## src/assert_macros.svh

```systemverilog
// Assertion macros used by the radio CAD receive controller RTL.
`ifndef ASSERT_MACROS_SVH
`define ASSERT_MACROS_SVH

// Clocked property, disabled while in reset.
`define RCAD_ASSERT(lbl, prop, msg) \
  lbl: assert property (@(posedge clk) disable iff (!rst_n) prop) else $error(msg);

// Condition that must never hold, disabled while in reset.
`define RCAD_ASSERT_NEVER(lbl, cond, msg) \
  lbl: assert property (@(posedge clk) disable iff (!rst_n) !(cond)) else $error(msg);

`endif

```

## src/rcad_pkg.sv

```systemverilog
// Types and constants of the radio CAD receive controller.
package rcad_pkg;

  localparam int NUM_W = 25;
  localparam int DEN_W = 17;
  localparam int CNT_W = $clog2(NUM_W + 1);

  localparam logic [15:0] COUNT_MASK = 16'hFFFF;

  localparam logic [3:0] OP_POLL       = 4'd0;
  localparam logic [3:0] OP_TX_DONE    = 4'd1;
  localparam logic [3:0] OP_RX_DONE    = 4'd2;
  localparam logic [3:0] OP_TX_TIMEOUT = 4'd3;
  localparam logic [3:0] OP_RX_TIMEOUT = 4'd4;
  localparam logic [3:0] OP_RX_ERROR   = 4'd5;
  localparam logic [3:0] OP_CAD_DONE   = 4'd6;
  localparam logic [3:0] OP_CAD_TIMER  = 4'd7;
  localparam logic [3:0] OP_RX_TIMER   = 4'd8;

  localparam logic [2:0] MODE_LOWPOWER  = 3'd0;
  localparam logic [2:0] MODE_RX        = 3'd1;
  localparam logic [2:0] MODE_RXTIMEOUT = 3'd2;
  localparam logic [2:0] MODE_RXERROR   = 3'd3;
  localparam logic [2:0] MODE_TX        = 3'd4;
  localparam logic [2:0] MODE_TXTIMEOUT = 3'd5;
  localparam logic [2:0] MODE_STARTCAD  = 3'd6;

  typedef struct packed {
    logic [3:0]        opcode;
    logic signed [7:0] rssi_sample;
    logic signed [7:0] snr_sample;
    logic              activity_seen;
  } in_word_t;

  typedef struct packed {
    logic              do_standby;
    logic              do_start_rx;
    logic              do_start_cad;
    logic              do_arm_cad_timer;
    logic              do_restart_rx_timer;
    logic              do_stop_rx_timer;
    logic              do_send;
    logic [2:0]        mode_now;
    logic signed [7:0] rssi_mean;
    logic signed [7:0] snr_mean;
    logic [15:0]       good_rx_total;
    logic [15:0]       tx_total;
  } out_word_t;

  typedef struct packed {
    logic load;
    logic mul;
    logic div_start;
    logic commit;
  } ctrl_cmd_t;

  typedef struct packed {
    logic is_rx;
    logic div_busy;
    logic out_free;
  } ctrl_sts_t;

endpackage

```

## src/rcad_if.sv

```systemverilog
// Valid/ready channel interfaces for input and result words.
interface rcad_in_if;
  logic               valid;
  logic               ready;
  rcad_pkg::in_word_t data;

  modport source(output valid, output data, input ready);
  modport sink(input valid, input data, output ready);
endinterface

interface rcad_out_if;
  logic                valid;
  logic                ready;
  rcad_pkg::out_word_t data;

  modport source(output valid, output data, input ready);
  modport sink(input valid, input data, output ready);
endinterface

```

## src/rcad_div.sv

```systemverilog
// Serial restoring divider, signed dividend by unsigned divisor, truncating.
module rcad_div (
  input  logic                                clk,
  input  logic                                rst_n,
  input  logic                                start,
  input  logic signed [rcad_pkg::NUM_W-1:0]   dividend,
  input  logic        [rcad_pkg::DEN_W-1:0]   divisor,
  output logic                                busy,
  output logic signed [7:0]                   quotient
);

  logic                          busy_r, busy_nxt;
  logic [rcad_pkg::CNT_W-1:0]    cnt_r, cnt_nxt;
  logic                          neg_r;
  logic [rcad_pkg::NUM_W-1:0]    q_r, q_nxt;
  logic [rcad_pkg::DEN_W-1:0]    rem_r, rem_nxt;
  logic [rcad_pkg::DEN_W-1:0]    div_r;
  logic [rcad_pkg::DEN_W:0]      rem_sh;
  logic [rcad_pkg::DEN_W:0]      diff;
  logic                          ge;
  logic [rcad_pkg::NUM_W-1:0]    mag;

  assign mag    = dividend[rcad_pkg::NUM_W-1] ? (~dividend + rcad_pkg::NUM_W'(1)) : dividend;
  assign rem_sh = {rem_r, q_r[rcad_pkg::NUM_W-1]};
  assign diff   = rem_sh - {1'b0, div_r};
  assign ge     = ~diff[rcad_pkg::DEN_W];

  always_comb begin
    busy_nxt = busy_r;
    cnt_nxt  = cnt_r;
    q_nxt    = {q_r[rcad_pkg::NUM_W-2:0], ge};
    rem_nxt  = ge ? diff[rcad_pkg::DEN_W-1:0] : rem_sh[rcad_pkg::DEN_W-1:0];
    if (start) begin
      busy_nxt = 1'b1;
      cnt_nxt  = rcad_pkg::CNT_W'(rcad_pkg::NUM_W);
    end else if (busy_r) begin
      cnt_nxt = cnt_r - rcad_pkg::CNT_W'(1);
      if (cnt_r == rcad_pkg::CNT_W'(1)) begin
        busy_nxt = 1'b0;
      end
    end
  end

  always_ff @(posedge clk) begin
    if (!rst_n) begin
      busy_r <= 1'b0;
      cnt_r  <= '0;
    end else begin
      busy_r <= busy_nxt;
      cnt_r  <= cnt_nxt;
    end
  end

  always_ff @(posedge clk) begin
    if (start) begin
      neg_r <= dividend[rcad_pkg::NUM_W-1];
      q_r   <= mag;
      rem_r <= '0;
      div_r <= divisor;
    end else if (busy_r) begin
      q_r   <= q_nxt;
      rem_r <= rem_nxt;
    end
  end

  assign busy     = busy_r;
  assign quotient = neg_r ? $signed(~q_r[7:0] + 8'd1) : $signed(q_r[7:0]);

endmodule

```

## src/rcad_dp.sv

```systemverilog
// Datapath: radio state, flags, running means, counters and result register.
module rcad_dp (
  input  logic                 clk,
  input  logic                 rst_n,
  input  rcad_pkg::ctrl_cmd_t  cmd,
  output rcad_pkg::ctrl_sts_t  sts,
  input  rcad_pkg::in_word_t   in_data,
  input  logic                 out_ready,
  output logic                 out_valid,
  output rcad_pkg::out_word_t  out_data
);

  localparam int EXT_W = rcad_pkg::NUM_W - 8;

  rcad_pkg::in_word_t  in_r;
  rcad_pkg::out_word_t out_r, out_nxt;
  logic                out_valid_r;

  logic [2:0]          mode_r, mode_nxt;
  logic                cad_hit_r, cad_hit_nxt;
  logic                pending_r, pending_nxt;
  logic                win_over_r, win_over_nxt;
  logic signed [7:0]   rssi_avg_r, rssi_avg_nxt;
  logic signed [7:0]   snr_avg_r, snr_avg_nxt;
  logic [15:0]         good_rx_r, good_rx_nxt;
  logic [15:0]         tx_cnt_r, tx_cnt_nxt;

  logic signed [rcad_pkg::NUM_W-1:0] cnt_ext, rssi_ext, snr_ext;
  logic signed [rcad_pkg::NUM_W-1:0] prod_rssi_r, prod_snr_r;
  logic signed [rcad_pkg::NUM_W-1:0] num_rssi, num_snr;
  logic        [rcad_pkg::DEN_W-1:0] den;
  logic                              busy_rssi, busy_snr;
  logic signed [7:0]                 q_rssi, q_snr;

  assign cnt_ext  = {{(rcad_pkg::NUM_W-16){1'b0}}, good_rx_r};
  assign rssi_ext = {{EXT_W{rssi_avg_r[7]}}, rssi_avg_r};
  assign snr_ext  = {{EXT_W{snr_avg_r[7]}}, snr_avg_r};
  assign num_rssi = prod_rssi_r + {{EXT_W{in_r.rssi_sample[7]}}, in_r.rssi_sample};
  assign num_snr  = prod_snr_r + {{EXT_W{in_r.snr_sample[7]}}, in_r.snr_sample};
  assign den      = {1'b0, good_rx_r} + rcad_pkg::DEN_W'(1);

  always_ff @(posedge clk) begin
    if (cmd.load) begin
      in_r <= in_data;
    end
    if (cmd.mul) begin
      prod_rssi_r <= rssi_ext * cnt_ext;
      prod_snr_r  <= snr_ext * cnt_ext;
    end
  end

  rcad_div u_div_rssi (
    .clk      (clk),
    .rst_n    (rst_n),
    .start    (cmd.div_start),
    .dividend (num_rssi),
    .divisor  (den),
    .busy     (busy_rssi),
    .quotient (q_rssi)
  );

  rcad_div u_div_snr (
    .clk      (clk),
    .rst_n    (rst_n),
    .start    (cmd.div_start),
    .dividend (num_snr),
    .divisor  (den),
    .busy     (busy_snr),
    .quotient (q_snr)
  );

  always_comb begin
    mode_nxt     = mode_r;
    cad_hit_nxt  = cad_hit_r;
    pending_nxt  = pending_r;
    win_over_nxt = win_over_r;
    rssi_avg_nxt = rssi_avg_r;
    snr_avg_nxt  = snr_avg_r;
    good_rx_nxt  = good_rx_r;
    tx_cnt_nxt   = tx_cnt_r;
    out_nxt      = '0;
    case (in_r.opcode)
      rcad_pkg::OP_POLL: begin
        case (mode_r)
          rcad_pkg::MODE_RXTIMEOUT: begin
            mode_nxt = rcad_pkg::MODE_STARTCAD;
          end
          rcad_pkg::MODE_RXERROR: begin
            pending_nxt = 1'b0;
            mode_nxt    = rcad_pkg::MODE_STARTCAD;
          end
          rcad_pkg::MODE_RX: begin
            if (pending_r) begin
              pending_nxt = 1'b0;
              good_rx_nxt = (good_rx_r + 16'd1) & rcad_pkg::COUNT_MASK;
              mode_nxt    = rcad_pkg::MODE_STARTCAD;
            end else begin
              if (cad_hit_r) begin
                win_over_nxt                = 1'b0;
                out_nxt.do_restart_rx_timer = 1'b1;
                out_nxt.do_start_rx         = 1'b1;
              end else begin
                out_nxt.do_arm_cad_timer = 1'b1;
              end
              mode_nxt = rcad_pkg::MODE_LOWPOWER;
            end
          end
          rcad_pkg::MODE_TX: begin
            tx_cnt_nxt      = (tx_cnt_r + 16'd1) & rcad_pkg::COUNT_MASK;
            out_nxt.do_send = 1'b1;
            mode_nxt        = rcad_pkg::MODE_LOWPOWER;
          end
          rcad_pkg::MODE_TXTIMEOUT: begin
            mode_nxt = rcad_pkg::MODE_LOWPOWER;
          end
          rcad_pkg::MODE_STARTCAD: begin
            out_nxt.do_stop_rx_timer = 1'b1;
            out_nxt.do_start_cad     = 1'b1;
            cad_hit_nxt              = 1'b0;
            mode_nxt                 = rcad_pkg::MODE_LOWPOWER;
          end
          default: begin
          end
        endcase
      end
      rcad_pkg::OP_TX_DONE: begin
        out_nxt.do_standby = 1'b1;
        mode_nxt           = rcad_pkg::MODE_TX;
      end
      rcad_pkg::OP_RX_DONE: begin
        out_nxt.do_standby = 1'b1;
        pending_nxt        = 1'b1;
        rssi_avg_nxt       = q_rssi;
        snr_avg_nxt        = q_snr;
        mode_nxt           = rcad_pkg::MODE_RX;
      end
      rcad_pkg::OP_TX_TIMEOUT: begin
        out_nxt.do_standby = 1'b1;
        mode_nxt           = rcad_pkg::MODE_TXTIMEOUT;
      end
      rcad_pkg::OP_RX_TIMEOUT: begin
        out_nxt.do_standby = 1'b1;
        if (win_over_r) begin
          mode_nxt = rcad_pkg::MODE_RXTIMEOUT;
        end else begin
          out_nxt.do_start_rx = 1'b1;
          mode_nxt            = rcad_pkg::MODE_LOWPOWER;
        end
      end
      rcad_pkg::OP_RX_ERROR: begin
        out_nxt.do_standby = 1'b1;
        mode_nxt           = rcad_pkg::MODE_RXERROR;
      end
      rcad_pkg::OP_CAD_DONE: begin
        out_nxt.do_standby = 1'b1;
        cad_hit_nxt        = in_r.activity_seen;
        mode_nxt           = rcad_pkg::MODE_RX;
      end
      rcad_pkg::OP_CAD_TIMER: begin
        out_nxt.do_standby = 1'b1;
        mode_nxt           = rcad_pkg::MODE_STARTCAD;
      end
      rcad_pkg::OP_RX_TIMER: begin
        win_over_nxt = 1'b1;
      end
      default: begin
      end
    endcase
    out_nxt.mode_now      = mode_nxt;
    out_nxt.rssi_mean     = rssi_avg_nxt;
    out_nxt.snr_mean      = snr_avg_nxt;
    out_nxt.good_rx_total = good_rx_nxt;
    out_nxt.tx_total      = tx_cnt_nxt;
  end

  always_ff @(posedge clk) begin
    if (!rst_n) begin
      mode_r      <= rcad_pkg::MODE_LOWPOWER;
      cad_hit_r   <= 1'b0;
      pending_r   <= 1'b0;
      win_over_r  <= 1'b0;
      rssi_avg_r  <= '0;
      snr_avg_r   <= '0;
      good_rx_r   <= '0;
      tx_cnt_r    <= '0;
      out_valid_r <= 1'b0;
    end else begin
      if (cmd.commit) begin
        mode_r      <= mode_nxt;
        cad_hit_r   <= cad_hit_nxt;
        pending_r   <= pending_nxt;
        win_over_r  <= win_over_nxt;
        rssi_avg_r  <= rssi_avg_nxt;
        snr_avg_r   <= snr_avg_nxt;
        good_rx_r   <= good_rx_nxt;
        tx_cnt_r    <= tx_cnt_nxt;
        out_valid_r <= 1'b1;
      end else if (out_ready) begin
        out_valid_r <= 1'b0;
      end
    end
  end

  always_ff @(posedge clk) begin
    if (cmd.commit) begin
      out_r <= out_nxt;
    end
  end

  assign out_valid    = out_valid_r;
  assign out_data     = out_r;
  assign sts.is_rx    = (in_r.opcode == rcad_pkg::OP_RX_DONE);
  assign sts.div_busy = busy_rssi | busy_snr;
  assign sts.out_free = ~out_valid_r | out_ready;

endmodule

```

## src/rcad_ctrl.sv

```systemverilog
// Controller: sequences accept, multiply, divide (rx done only) and commit of each word.
`include "assert_macros.svh"

module rcad_ctrl (
  input  logic                 clk,
  input  logic                 rst_n,
  input  logic                 in_valid,
  output logic                 in_ready,
  input  rcad_pkg::ctrl_sts_t  sts,
  output rcad_pkg::ctrl_cmd_t  cmd
);

  typedef enum logic [2:0] {
    ST_IDLE,
    ST_MUL,
    ST_DIV_GO,
    ST_DIV_WAIT,
    ST_COMMIT
  } state_t;

  state_t state_r, state_nxt;
  logic   commit_stall;
  logic   stray_busy;

  always_comb begin
    state_nxt     = state_r;
    cmd           = '0;
    in_ready      = 1'b0;
    case (state_r)
      ST_IDLE: begin
        in_ready = 1'b1;
        if (in_valid) begin
          cmd.load  = 1'b1;
          state_nxt = ST_MUL;
        end
      end
      ST_MUL: begin
        cmd.mul   = 1'b1;
        state_nxt = sts.is_rx ? ST_DIV_GO : ST_COMMIT;
      end
      ST_DIV_GO: begin
        cmd.div_start = 1'b1;
        state_nxt     = ST_DIV_WAIT;
      end
      ST_DIV_WAIT: begin
        if (!sts.div_busy) begin
          state_nxt = ST_COMMIT;
        end
      end
      ST_COMMIT: begin
        if (sts.out_free) begin
          cmd.commit = 1'b1;
          state_nxt  = ST_IDLE;
        end
      end
      default: begin
        state_nxt = ST_IDLE;
      end
    endcase
  end

  always_ff @(posedge clk) begin
    if (!rst_n) begin
      state_r <= ST_IDLE;
    end else begin
      state_r <= state_nxt;
    end
  end

  assign commit_stall = (state_r == ST_COMMIT) && !sts.out_free;
  assign stray_busy   = sts.div_busy && (state_r != ST_DIV_WAIT);

  `RCAD_ASSERT(a_div_starts, (state_r == ST_DIV_GO) |=> sts.div_busy, "divider idle after start")
  `RCAD_ASSERT(a_commit_waits, commit_stall |=> (state_r == ST_COMMIT), "commit left early")
  `RCAD_ASSERT_NEVER(a_busy_outside_div, stray_busy, "divider busy outside divide phase")

endmodule

```

## src/radio_cad_receive_controller_unit.sv

```systemverilog
// Top level of the radio CAD / receive / transmit controller.
// Each accepted word is a radio event, timer expiry or dispatch poll and yields exactly one
// result word holding the command pulses, the mode after the step, the running signal
// strength and SNR means and the good-receive and transmit counters. Words other than
// rx done pass through the multiply and commit states after accept, and rx done also passes
// through the divide states, where the 25-step serial dividers update the two running means.
// A new word is accepted only once the previous one is committed, also while its result
// still waits in the output register; the next commit then stalls until that result is
// taken.
module radio_cad_receive_controller_unit (
  input logic       clk,
  input logic       rst_n,
  rcad_in_if.sink   in_word,
  rcad_out_if.source out_word
);

  rcad_pkg::ctrl_cmd_t cmd;
  rcad_pkg::ctrl_sts_t sts;

  rcad_ctrl u_ctrl (
    .clk      (clk),
    .rst_n    (rst_n),
    .in_valid (in_word.valid),
    .in_ready (in_word.ready),
    .sts      (sts),
    .cmd      (cmd)
  );

  rcad_dp u_dp (
    .clk       (clk),
    .rst_n     (rst_n),
    .cmd       (cmd),
    .sts       (sts),
    .in_data   (in_word.data),
    .out_ready (out_word.ready),
    .out_valid (out_word.valid),
    .out_data  (out_word.data)
  );

endmodule
```

## src/flat_wrapper.sv

```systemverilog
// flat-port wrapper written by rule: the top's interface ports become plain ports
module radio_cad_receive_controller_unit_flat 
  (clk, rst_n, in_word_valid, in_word_data, in_word_ready, out_word_valid, out_word_data, out_word_ready);
  rcad_in_if in_word_i ();
  rcad_out_if out_word_i ();
  input logic clk;
  input logic rst_n;
  input wire logic [$bits(in_word_i.valid)-1:0] in_word_valid;
  input wire logic [$bits(in_word_i.data)-1:0] in_word_data;
  output wire logic [$bits(in_word_i.ready)-1:0] in_word_ready;
  output wire logic [$bits(out_word_i.valid)-1:0] out_word_valid;
  output wire logic [$bits(out_word_i.data)-1:0] out_word_data;
  input wire logic [$bits(out_word_i.ready)-1:0] out_word_ready;
  assign in_word_i.valid = in_word_valid;
  assign in_word_i.data = in_word_data;
  assign in_word_ready = in_word_i.ready;
  assign out_word_valid = out_word_i.valid;
  assign out_word_data = out_word_i.data;
  assign out_word_i.ready = out_word_ready;
  radio_cad_receive_controller_unit u_core (.clk(clk), .rst_n(rst_n), .in_word(in_word_i), .out_word(out_word_i));
endmodule
```

## config.mk

```make
export PLATFORM = sky130hd
export DESIGN_NAME = radio_cad_receive_controller_unit_flat
export DESIGN_NICKNAME = d
export VERILOG_FILES = /design/src/rcad_pkg.sv /design/src/rcad_if.sv /design/src/rcad_div.sv /design/src/rcad_dp.sv /design/src/rcad_ctrl.sv /design/src/radio_cad_receive_controller_unit.sv /design/src/flat_wrapper.sv
export VERILOG_INCLUDE_DIRS = /design/src /design/src/src
export SDC_FILE = /design/constraint.sdc
export NUM_CORES = 1
export LEC_CHECK = 0
export BUFFER_PORTS_ARGS = -buffer_cell sky130_fd_sc_hd__buf_2
export CAP_MARGIN = 20
export CORE_ASPECT_RATIO = 1.75
export CORE_MARGIN = 8
export CORE_UTILIZATION = 45
export DETAILED_ROUTE_END_ITERATION = 12
export SKIP_CTS_REPAIR_TIMING = 1
export SYNTH_ARGS = -nofsm -noshare
export SYNTH_HDL_FRONTEND = slang
export SYNTH_SLANG_ARGS = --single-unit
```

## constraint.sdc

```tcl
create_clock -name clk -period 6.5 [get_ports clk]
set_input_delay 1.3 -clock clk [delete_from_list [all_inputs] [get_ports clk]]
set_output_delay 1.3 -clock clk [all_outputs]
set_load 0.02 [all_outputs]
```

Word-level counts from Yosys, hierarchy flattened
Cells that the tools add are included.
{"block": "word_totals", "elab_cells": 176, "out_inout_bits": 60, "inputBits": 25, "ff_bits": 301}
{"block": "classes", "n_eq_ne": 28, "reduce_logical": 19, "n_addsub": 13, "multipliers": 2, "mux": 62, "n_bitwise": 12}
{"op": "$mux 25", "count": 6}
{"op": "$mux 16", "count": 5}
{"op": "$add 25x2->25 const B", "count": 2}
{"op": "$add 25x25->25", "count": 2}
{"op": "$mul 8x17->25", "count": 2}
{"op": "$not 25->25", "count": 2}
{"op": "$sub 18x17->18", "count": 2}
{"op": "$mux 17", "count": 2}
{"op": "$add 16x1->16 const B", "count": 2}
{"op": "$mux 8", "count": 4}
{"op": "$mux 1", "count": 28}
{"op": "$pmux 3 s7", "count": 1}
{"op": "$mux 5", "count": 4}
{"op": "$add 16x1->17 const B", "count": 1}
{"op": "$add 8x1->8 const B", "count": 2}
{"op": "$eq 4x3->1 const B", "count": 4}
{"op": "$not 8->8", "count": 2}
{"op": "$mux 3", "count": 5}
{"op": "$pmux 3 s5", "count": 1}
{"op": "$eq 3x2->1 const B", "count": 4}
{"op": "$eq 3x3->1 const B", "count": 4}
{"op": "$reduce_bool 2->1", "count": 6}
{"op": "$eq 5x1->1 const B", "count": 2}
{"op": "$ne 2x2->1 const B", "count": 5}
{"op": "other kinds (18)", "count": 38}

Longest topological paths before layout
Gate-level depths: netlist (run 1).
{"block": "depth", "word_depth": 5, "depth_mapped": 22, "ltp_nobuf": 20}

Modules after synthesis
Synthesis (run 1) repeated with hierarchy kept, for this count alone.
{"block": "unflattened", "cells_unflattened": 2940, "hier_area_um2": 27455.1}
{"module": "rcad_dp", "seq_area_each_um2": 4944.7, "cells_each": 2005, "area_per_inst_um2": 18813.0, "n_inst": 1}
{"module": "rcad_div", "seq_area_each_um2": 1751.7, "cells_each": 455, "area_per_inst_um2": 4222.8, "n_inst": 2}
{"module": "rcad_ctrl", "seq_area_each_um2": 60.1, "cells_each": 25, "area_per_inst_um2": 196.4, "n_inst": 1}

Least setup slack after synthesis (run 1)
OpenSTA, ideal clock, no wires.
{"block": "synth_path", "path_type": "register to register", "from": "reg u_core.u_dp.good_rx_r[7]", "to": "reg u_core.u_dp.prod_snr_r[23] (netlist bit), data pin", "required_ps": 6242, "setup_ps": 258, "stages_incl_launch_ff": 21, "path_buffers": 2, "slack_ps": 1171, "period_less_slack_ps": 5329, "arrival_ps": 5071, "path_cell_list": "dfxtp_1 > clkbuf_1 > clkbuf_1 > nand2_1 > fa_1 > fa_1 > inv_1 > fa_1 > inv_1 > fa_1 > inv_1 > ha_1 > inv_1 > o21bai_1 > a31o_2 > a2111oi_0 > nor3_1 > a311o_1 > a31o_2 > a21oi_1 > xnor2_1"}
{"block": "synth_between", "elab_chain_cells": 1}
{"item": "start: declaration", "line_no": "rcad_dp.sv:25", "rtl": "logic [15:0] good_rx_r, good_rx_nxt;"}
{"item": "start signal: assignment", "line_no": "rcad_dp.sv:195", "rtl": "good_rx_r <= good_rx_nxt;"}
{"item": "$mul 8x17->25", "line_no": "rcad_dp.sv:48", "rtl": "prod_snr_r <= snr_ext * cnt_ext;"}
{"item": "end signal: assignment", "line_no": "rcad_dp.sv:48"}
{"item": "end: declaration", "line_no": "rcad_dp.sv:29", "rtl": "logic signed [rcad_pkg::NUM_W-1:0] prod_rssi_r, prod_snr_r;"}
No other way between the ends.
A chain may end at the register's enable or synchronous reset.

Worst setup path in the final report (run 1)
{"block": "layout_path", "from": "reg u_core.u_dp.good_rx_r[3]", "to": "reg u_core.u_dp.prod_rssi_r[24] (netlist bit), data pin"}
{"block": "layout_between", "elab_chain_cells": 1}
{"item": "$mul 8x17->25", "line_no": "rcad_dp.sv:47", "rtl": "prod_rssi_r <= rssi_ext * cnt_ext;"}
{"item": "end signal: assignment", "line_no": "rcad_dp.sv:47"}
{"item": "end: declaration", "line_no": "rcad_dp.sv:29"}
No other way between the ends.

==> results of run 1 <==
## worst paths after layout
path                            start                     endpoint  slack [ns]  depth (start not counted)
max          u_core.u_dp.good_rx_r[3]  u_core.u_dp.prod_rssi_r[24]        0.69                         20
min          u_core.u_dp.tx_cnt_r[15]     u_core.u_dp.tx_cnt_r[15]        0.50                          2
max reg2reg  u_core.u_dp.good_rx_r[3]  u_core.u_dp.prod_rssi_r[24]        0.69                         20
min reg2reg  u_core.u_dp.tx_cnt_r[15]     u_core.u_dp.tx_cnt_r[15]        0.50                          2
## logic make-up (layout without fill, tap and decap cells)
family,count (synthesis),in the layout
AO/OA/AOI/OAI,492,492
XOR/XNOR,228,228
adder cells (fa/ha/maj),384,384
buffers and inverters,457,525
flip-flops,301,301
multiplexers,38,38
other,0,1
AND/OR/NAND/NOR,902,902
## metal layers
layer | up-vias | routed length [µm]
met5 | - | 0
met4 | 0 | 2570
met3 | 120 | 2220
met2 | 332 | 33100
met1 | 9358 | 24200
li1 | 9529 | -
## power by group
group	internal, mW	total (mW)	switching [mW]
Sequential	2.32	2.50	0.175
Combinational	1.03	2.46	1.43
Clock	1.28	2.10	0.822
Total	4.63	7.05	2.42
## registers in the layout (all words and copies together) (netlist names), 16 cells and up
name,count
u_core.u_dp.prod_snr_r,25
u_core.u_dp.in_r,21
u_core.u_dp.out_data,57
u_core.u_dp.u_div_rssi.rem_r,17
u_core.u_dp.u_div_rssi.div_r,17
u_core.u_dp.u_div_snr.q_r,25
u_core.u_dp.u_div_rssi.q_r,25
u_core.u_dp.good_rx_r,16
u_core.u_dp.tx_cnt_r,16
u_core.u_dp.u_div_snr.rem_r,17
u_core.u_dp.prod_rssi_r,25
## cells in the final DEF, fill, tap and decap left out, types with 84 or more instances in the layout
cell type	count
inv_1	334
nand2_1	233
ha_1	210
and2_1	203
edfxtp_1	197
nor2_1	174
fa_1	174
a21oi_1	150
o21ai_0	149
xnor2_1	130
dfxtp_1	104
xor2_1	97
buf_2	84
## stage by stage
step	util, %	instances	cell area (µm²)	power [mW]	worst slack (ns)
2_1_floorplan	-	2802	25900	4.45	1.17
4_1_cts	49.7	3637	28300	7.13	0.714
3_5_place_dp	47.6	3575	27100	4.99	0.731
5_1_grt	49.7	3637	28300	7.49	0.396
6_report	49.7	3638	28300	7.05	0.695
3_3_place_gp	47.6	3575	27100	4.93	0.833
## worst max-delay path, stage by stage, from the launching register on
cell,delay (ns)
dfxtp_1,0.71
buf_4,0.26
nand2_1,0.07
fa_1,0.37
inv_1,0.09
fa_1,0.39
inv_1,0.08
fa_1,0.43
fa_1,0.54
inv_1,0.04
ha_1,0.32
nor2b_1,0.14
o21ai_0,0.22
a21oi_1,0.12
o21ai_0,0.34
a211oi_1,0.19
o31ai_1,0.45
o2111ai_1,0.21
a31o_2,0.26
a21oi_1,0.18
xnor2_1,0.10
## area by class of cell
class | count | area share (%)
multi-input cells | 2044 | 57.0
flip-flops and latches | 301 | 28.2
inverters | 336 | 4.45
well taps | 767 | 3.39
clock buffers | 44 | 3.35
repair buffers | 127 | 2.62
clock inverters | 18 | 0.953
diodes | 1 | 0.00883
==> results.cfg, run 1 <==
[yosys]
yosysMostFrequentCell = inv_1
synth_top_family_by_area = adder cells
synth-seq-cells = 301
synthDistinctLibCells = 87
synth_common_cells = inv_1, nand2_1, ha_1
synth-edff-count = 197
synth_top_area_share_pct = 22.9
synth.avg_cell_area_um2 = 9.23
synth_top_cell_by_area = edfxtp_1
yosysWarnings = 0
synth_flop_cell = edfxtp_1
synth_compound_area_share_pct = 12.0
synth-adder-area-share_pct = 23.6
synthTopCellsByArea = edfxtp_1, fa_1, ha_1
synthMuxAreaShare_pct = 1.51
syn-instance-count = 2802
synthSimpleGateAreaFrac_pct = 17.5
syn_nets = 3211
synth_xor_area_share_pct = 7.75
yosysSeqAreaShare_pct = 30.9
async_flop_share_pct = 0
syn-cell-area_mm2 = 0.0259

[sta]
finClkSkew_ns = 0.0258
slew_headroom_pct = 33.3
finalSetupViolCount = 0
worst_pin_slew_ns = 0.998
rsz0062_at_grt = false
hold_slack_ns = 0.496
max_freq_mhz = 172
hold_viol = 0
fin_crit_sh_pct = 89.3
fin_tns_setup_ns = 0
post-route-min-period_ns = 5.81
drv_slew = 0

[pwr]
peakVddDrop_mv = 0.273
power.density_mw_per_mm2 = 249
p_leak_nw = 12.7

[clock_tree]
cts_root_buffer = clkbuf_16
cts_tree = built
htree_levels = 2
path_clk_slew_ns = 0.06
cts_buffers = 34
clk-insertion-delay-late_ns = 0.55
cts.sinks = 301
clockBufferDepth = 3

[detailed_routing]
ant_nets = 0
routed_wl_um = 62000
drc = 0
wire_per_inst_um = 17.1
vias = 19300
vias_per_cell = 5.32
dr.pass1.iters = 5
drt_iter0_markers = 844

[die]
io_pins = 85
fp.dieW_um = 197
num_rows = 116
die_area_mm2 = 0.0657
die_y_um = 333
start_util_pct = 45.4
coreArea_mm2 = 0.0570

[grt]
grt_max_degree = 107
grt_pass1_wl_um = 102000
use_met1_pct = 20.6
met3_usage_pct = 2.26
antenna_found_initial = 0
gr-total-overflow = 0
grtUsageTotal_pct = 19.0
busiest_layer = met2
grt_pass1_vias = 20200
grt_use_met2_pct = 36.0

[cells_and_area]
synthToLayoutAreaGrowth_pct = 9.58
nNetsFinal = 3253
register_area_mm2 = 0.00800
multi_input_area_mm2 = 0.0162
layout-drive-gt1-share_pct = 8.08
nFillCells = 5314

[worst_setup_path]
path_class = reg2reg
worst-path-max-fanout = 17
crit_arrival_ns = 6.08
cp-start-kind = flip-flop
end_kind = flip-flop
required_ns = 6.77

[place]
io_buffers = 84
place_congestion = 0.845
hpwl_um = 48100

[run]
drv_cap = 0

[worst_hold_path]
min_path_type = reg2reg

[outcome]
status = complete, no violations
Note: power is estimated with default switching activity, not from simulation.
==> inputs of run 2 (changes only) <==
--- a/config.mk
+++ b/config.mk
@@ -8,10 +8,13 @@
 export LEC_CHECK = 0
 export BUFFER_PORTS_ARGS = -buffer_cell sky130_fd_sc_hd__buf_2
 export CAP_MARGIN = 20
+export CELL_PAD_IN_SITES_DETAIL_PLACEMENT = 0
+export CELL_PAD_IN_SITES_GLOBAL_PLACEMENT = 1
 export CORE_ASPECT_RATIO = 1.75
 export CORE_MARGIN = 8
 export CORE_UTILIZATION = 45
 export DETAILED_ROUTE_END_ITERATION = 12
+export PLACE_DENSITY_LB_ADDON = 0.1
 export SKIP_CTS_REPAIR_TIMING = 1
 export SYNTH_ARGS = -nofsm -noshare
 export SYNTH_HDL_FRONTEND = slang
==> results.cfg, run 2 (synthesis gave the netlist of run 1 again) <==
[outcome]
status = complete, no violations

[clock_tree]
cts.sinks = 301
cts_buffers = 34
clk-insertion-delay-late_ns = 0.55
htree_levels = 2
cts_root_buffer = clkbuf_16
path_clk_slew_ns = 0.06
clockBufferDepth = 3
cts_tree = built

[worst_hold_path]
whs_endpoint = u_core.u_dp.u_div_snr.rem_r[8]
min_path_type = reg2reg
min_path_cells = 2
hp-start = u_core.u_dp.u_div_snr.rem_r[7]

[die]
die_y_um = 333
fp.dieW_um = 197
start_util_pct = 45.4
die_area_mm2 = 0.0657
coreArea_mm2 = 0.0570
io_pins = 85
num_rows = 116

[cells_and_area]
nFillCells = 5472
final_common_cell = inv_1
multi_input_area_mm2 = 0.0162
largest_reg_flops = 57
layout-drive-gt1-share_pct = 7.87
fin_area_mm2 = 0.0283
layout_common_cells = inv_1, nand2_1, ha_1, and2_1, edfxtp_1
post-route-util_pct = 49.5
num_antenna_cells = 0
nNetsFinal = 3255
register_area_mm2 = 0.00800
synthToLayoutAreaGrowth_pct = 9.21
layoutNonFillerInstCount = 3639

[detailed_routing]
wire_per_inst_um = 18.5
drc = 0
vias_per_cell = 5.35
wl_met1_um = 26000
drt_iter0_markers = 677
routed_wl_um = 67300
dr.pass1.iters = 5
routed.top_layer = met4
ant_nets = 0
route.met2.wl_um = 37400
met3_length_um = 1870
vias = 19500

[pwr]
p_total_mw = 6.95
p_leak_nw = 12.6
peakVddDrop_mv = 0.203
power.density_mw_per_mm2 = 246

[worst_setup_path]
path_class = reg2reg
rrSetupSlack_ns = 0.75
crit_arrival_ns = 6.04
reg2reg_from = u_core.u_dp.good_rx_r[3]
end_kind = flip-flop
cp-start-kind = flip-flop
r2r_end = u_core.u_dp.prod_snr_r[23]
worst-path-max-fanout = 14
worst-r2r-cell-count = 17
required_ns = 6.79

[sta]
hold_viol = 0
rsz0062_at_grt = false
worst_pin_slew_ns = 0.923
slew_headroom_pct = 38.5
fin_tns_setup_ns = 0
drv_slew = 0
max_freq_mhz = 174
finClkSkew_ns = 0.0293
fin_crit_sh_pct = 88.4
post-route-min-period_ns = 5.75
finalSetupViolCount = 0

[grt]
gr-total-overflow = 0
grt_pass1_wl_um = 108000
grt_pass1_vias = 20300
grt_max_degree = 92
grtUsageTotal_pct = 20.5
antenna_found_initial = 1

[place]
dpl.cell_count = 3577
io_buffers = 84
post_dp_cell_area_mm2 = 0.0272
hpwl_um = 52700
place_congestion = 0.830

[run]
drv_cap = 0
==> run 2: critical path, cell delays in order (launching register included) <==
cell and delay [ns]:
dfxtp_1 0.74, buf_4 0.28, and2_1 0.16, fa_1 0.44, fa_1 0.47, fa_1 0.50
inv_1 0.05, fa_1 0.48, inv_1 0.04, ha_1 0.34, a21o_1 0.20, a31o_2 0.23
a2111oi_0 0.46, nor3_1 0.23, a311o_1 0.41, a31o_2 0.23, a21oi_1 0.16, xnor2_1 0.08
==> run 2: where the power goes <==
group          switching, mW  internal (mW)  leakage, nW
logic                   1.47           1.05         9.37
clock network          0.827           1.11        0.524
registers              0.174           2.32         2.72
==> run 2: worst max-delay path by stage <==
stage,to,depth (start not counted),from
final,u_core.u_dp.prod_snr_r[23],17,u_core.u_dp.good_rx_r[3]
after CTS,u_core.u_dp.prod_snr_r[23],17,u_core.u_dp.good_rx_r[3]
after global placement,u_core.u_dp.prod_snr_r[23],17,u_core.u_dp.good_rx_r[3]
after global routing,u_core.u_dp.prod_snr_r[23],18,u_core.u_dp.snr_avg_r[3]
after floorplan,u_core.u_dp.prod_snr_r[23],20,u_core.u_dp.good_rx_r[7]
after detailed placement,u_core.u_dp.prod_snr_r[23],17,u_core.u_dp.good_rx_r[3]
==> run 2: layer usage <==
layer,vias up,global-route usage [%]
met3,98,1.78
met2,316,40.4
li1,9533,-
met4,0,7.08
met5,-,0
met1,9527,22.3
==> run 2: cell type report <==
| class | instances | area share [%] |
|---|---|---|
| Multi-Input combinational cell | 2044 | 57.2 |
| Sequential cell | 301 | 28.3 |
| Inverter | 336 | 4.47 |
| Tap cell | 767 | 3.40 |
| Clock buffer | 49 | 3.36 |
| Timing Repair Buffer | 129 | 2.75 |
| Clock inverter | 13 | 0.509 |
==> run 2: stage by stage <==
step / setup WS [ns] / hold WS, ns
4_1_cts: 0.788 / 0.503
3_5_place_dp: 0.808 / 0.494
6_report: 0.752 / 0.497
3_3_place_gp: 0.884 / 0.478
2_1_floorplan: 1.17 / 0.452
5_1_grt: 0.434 / 0.541
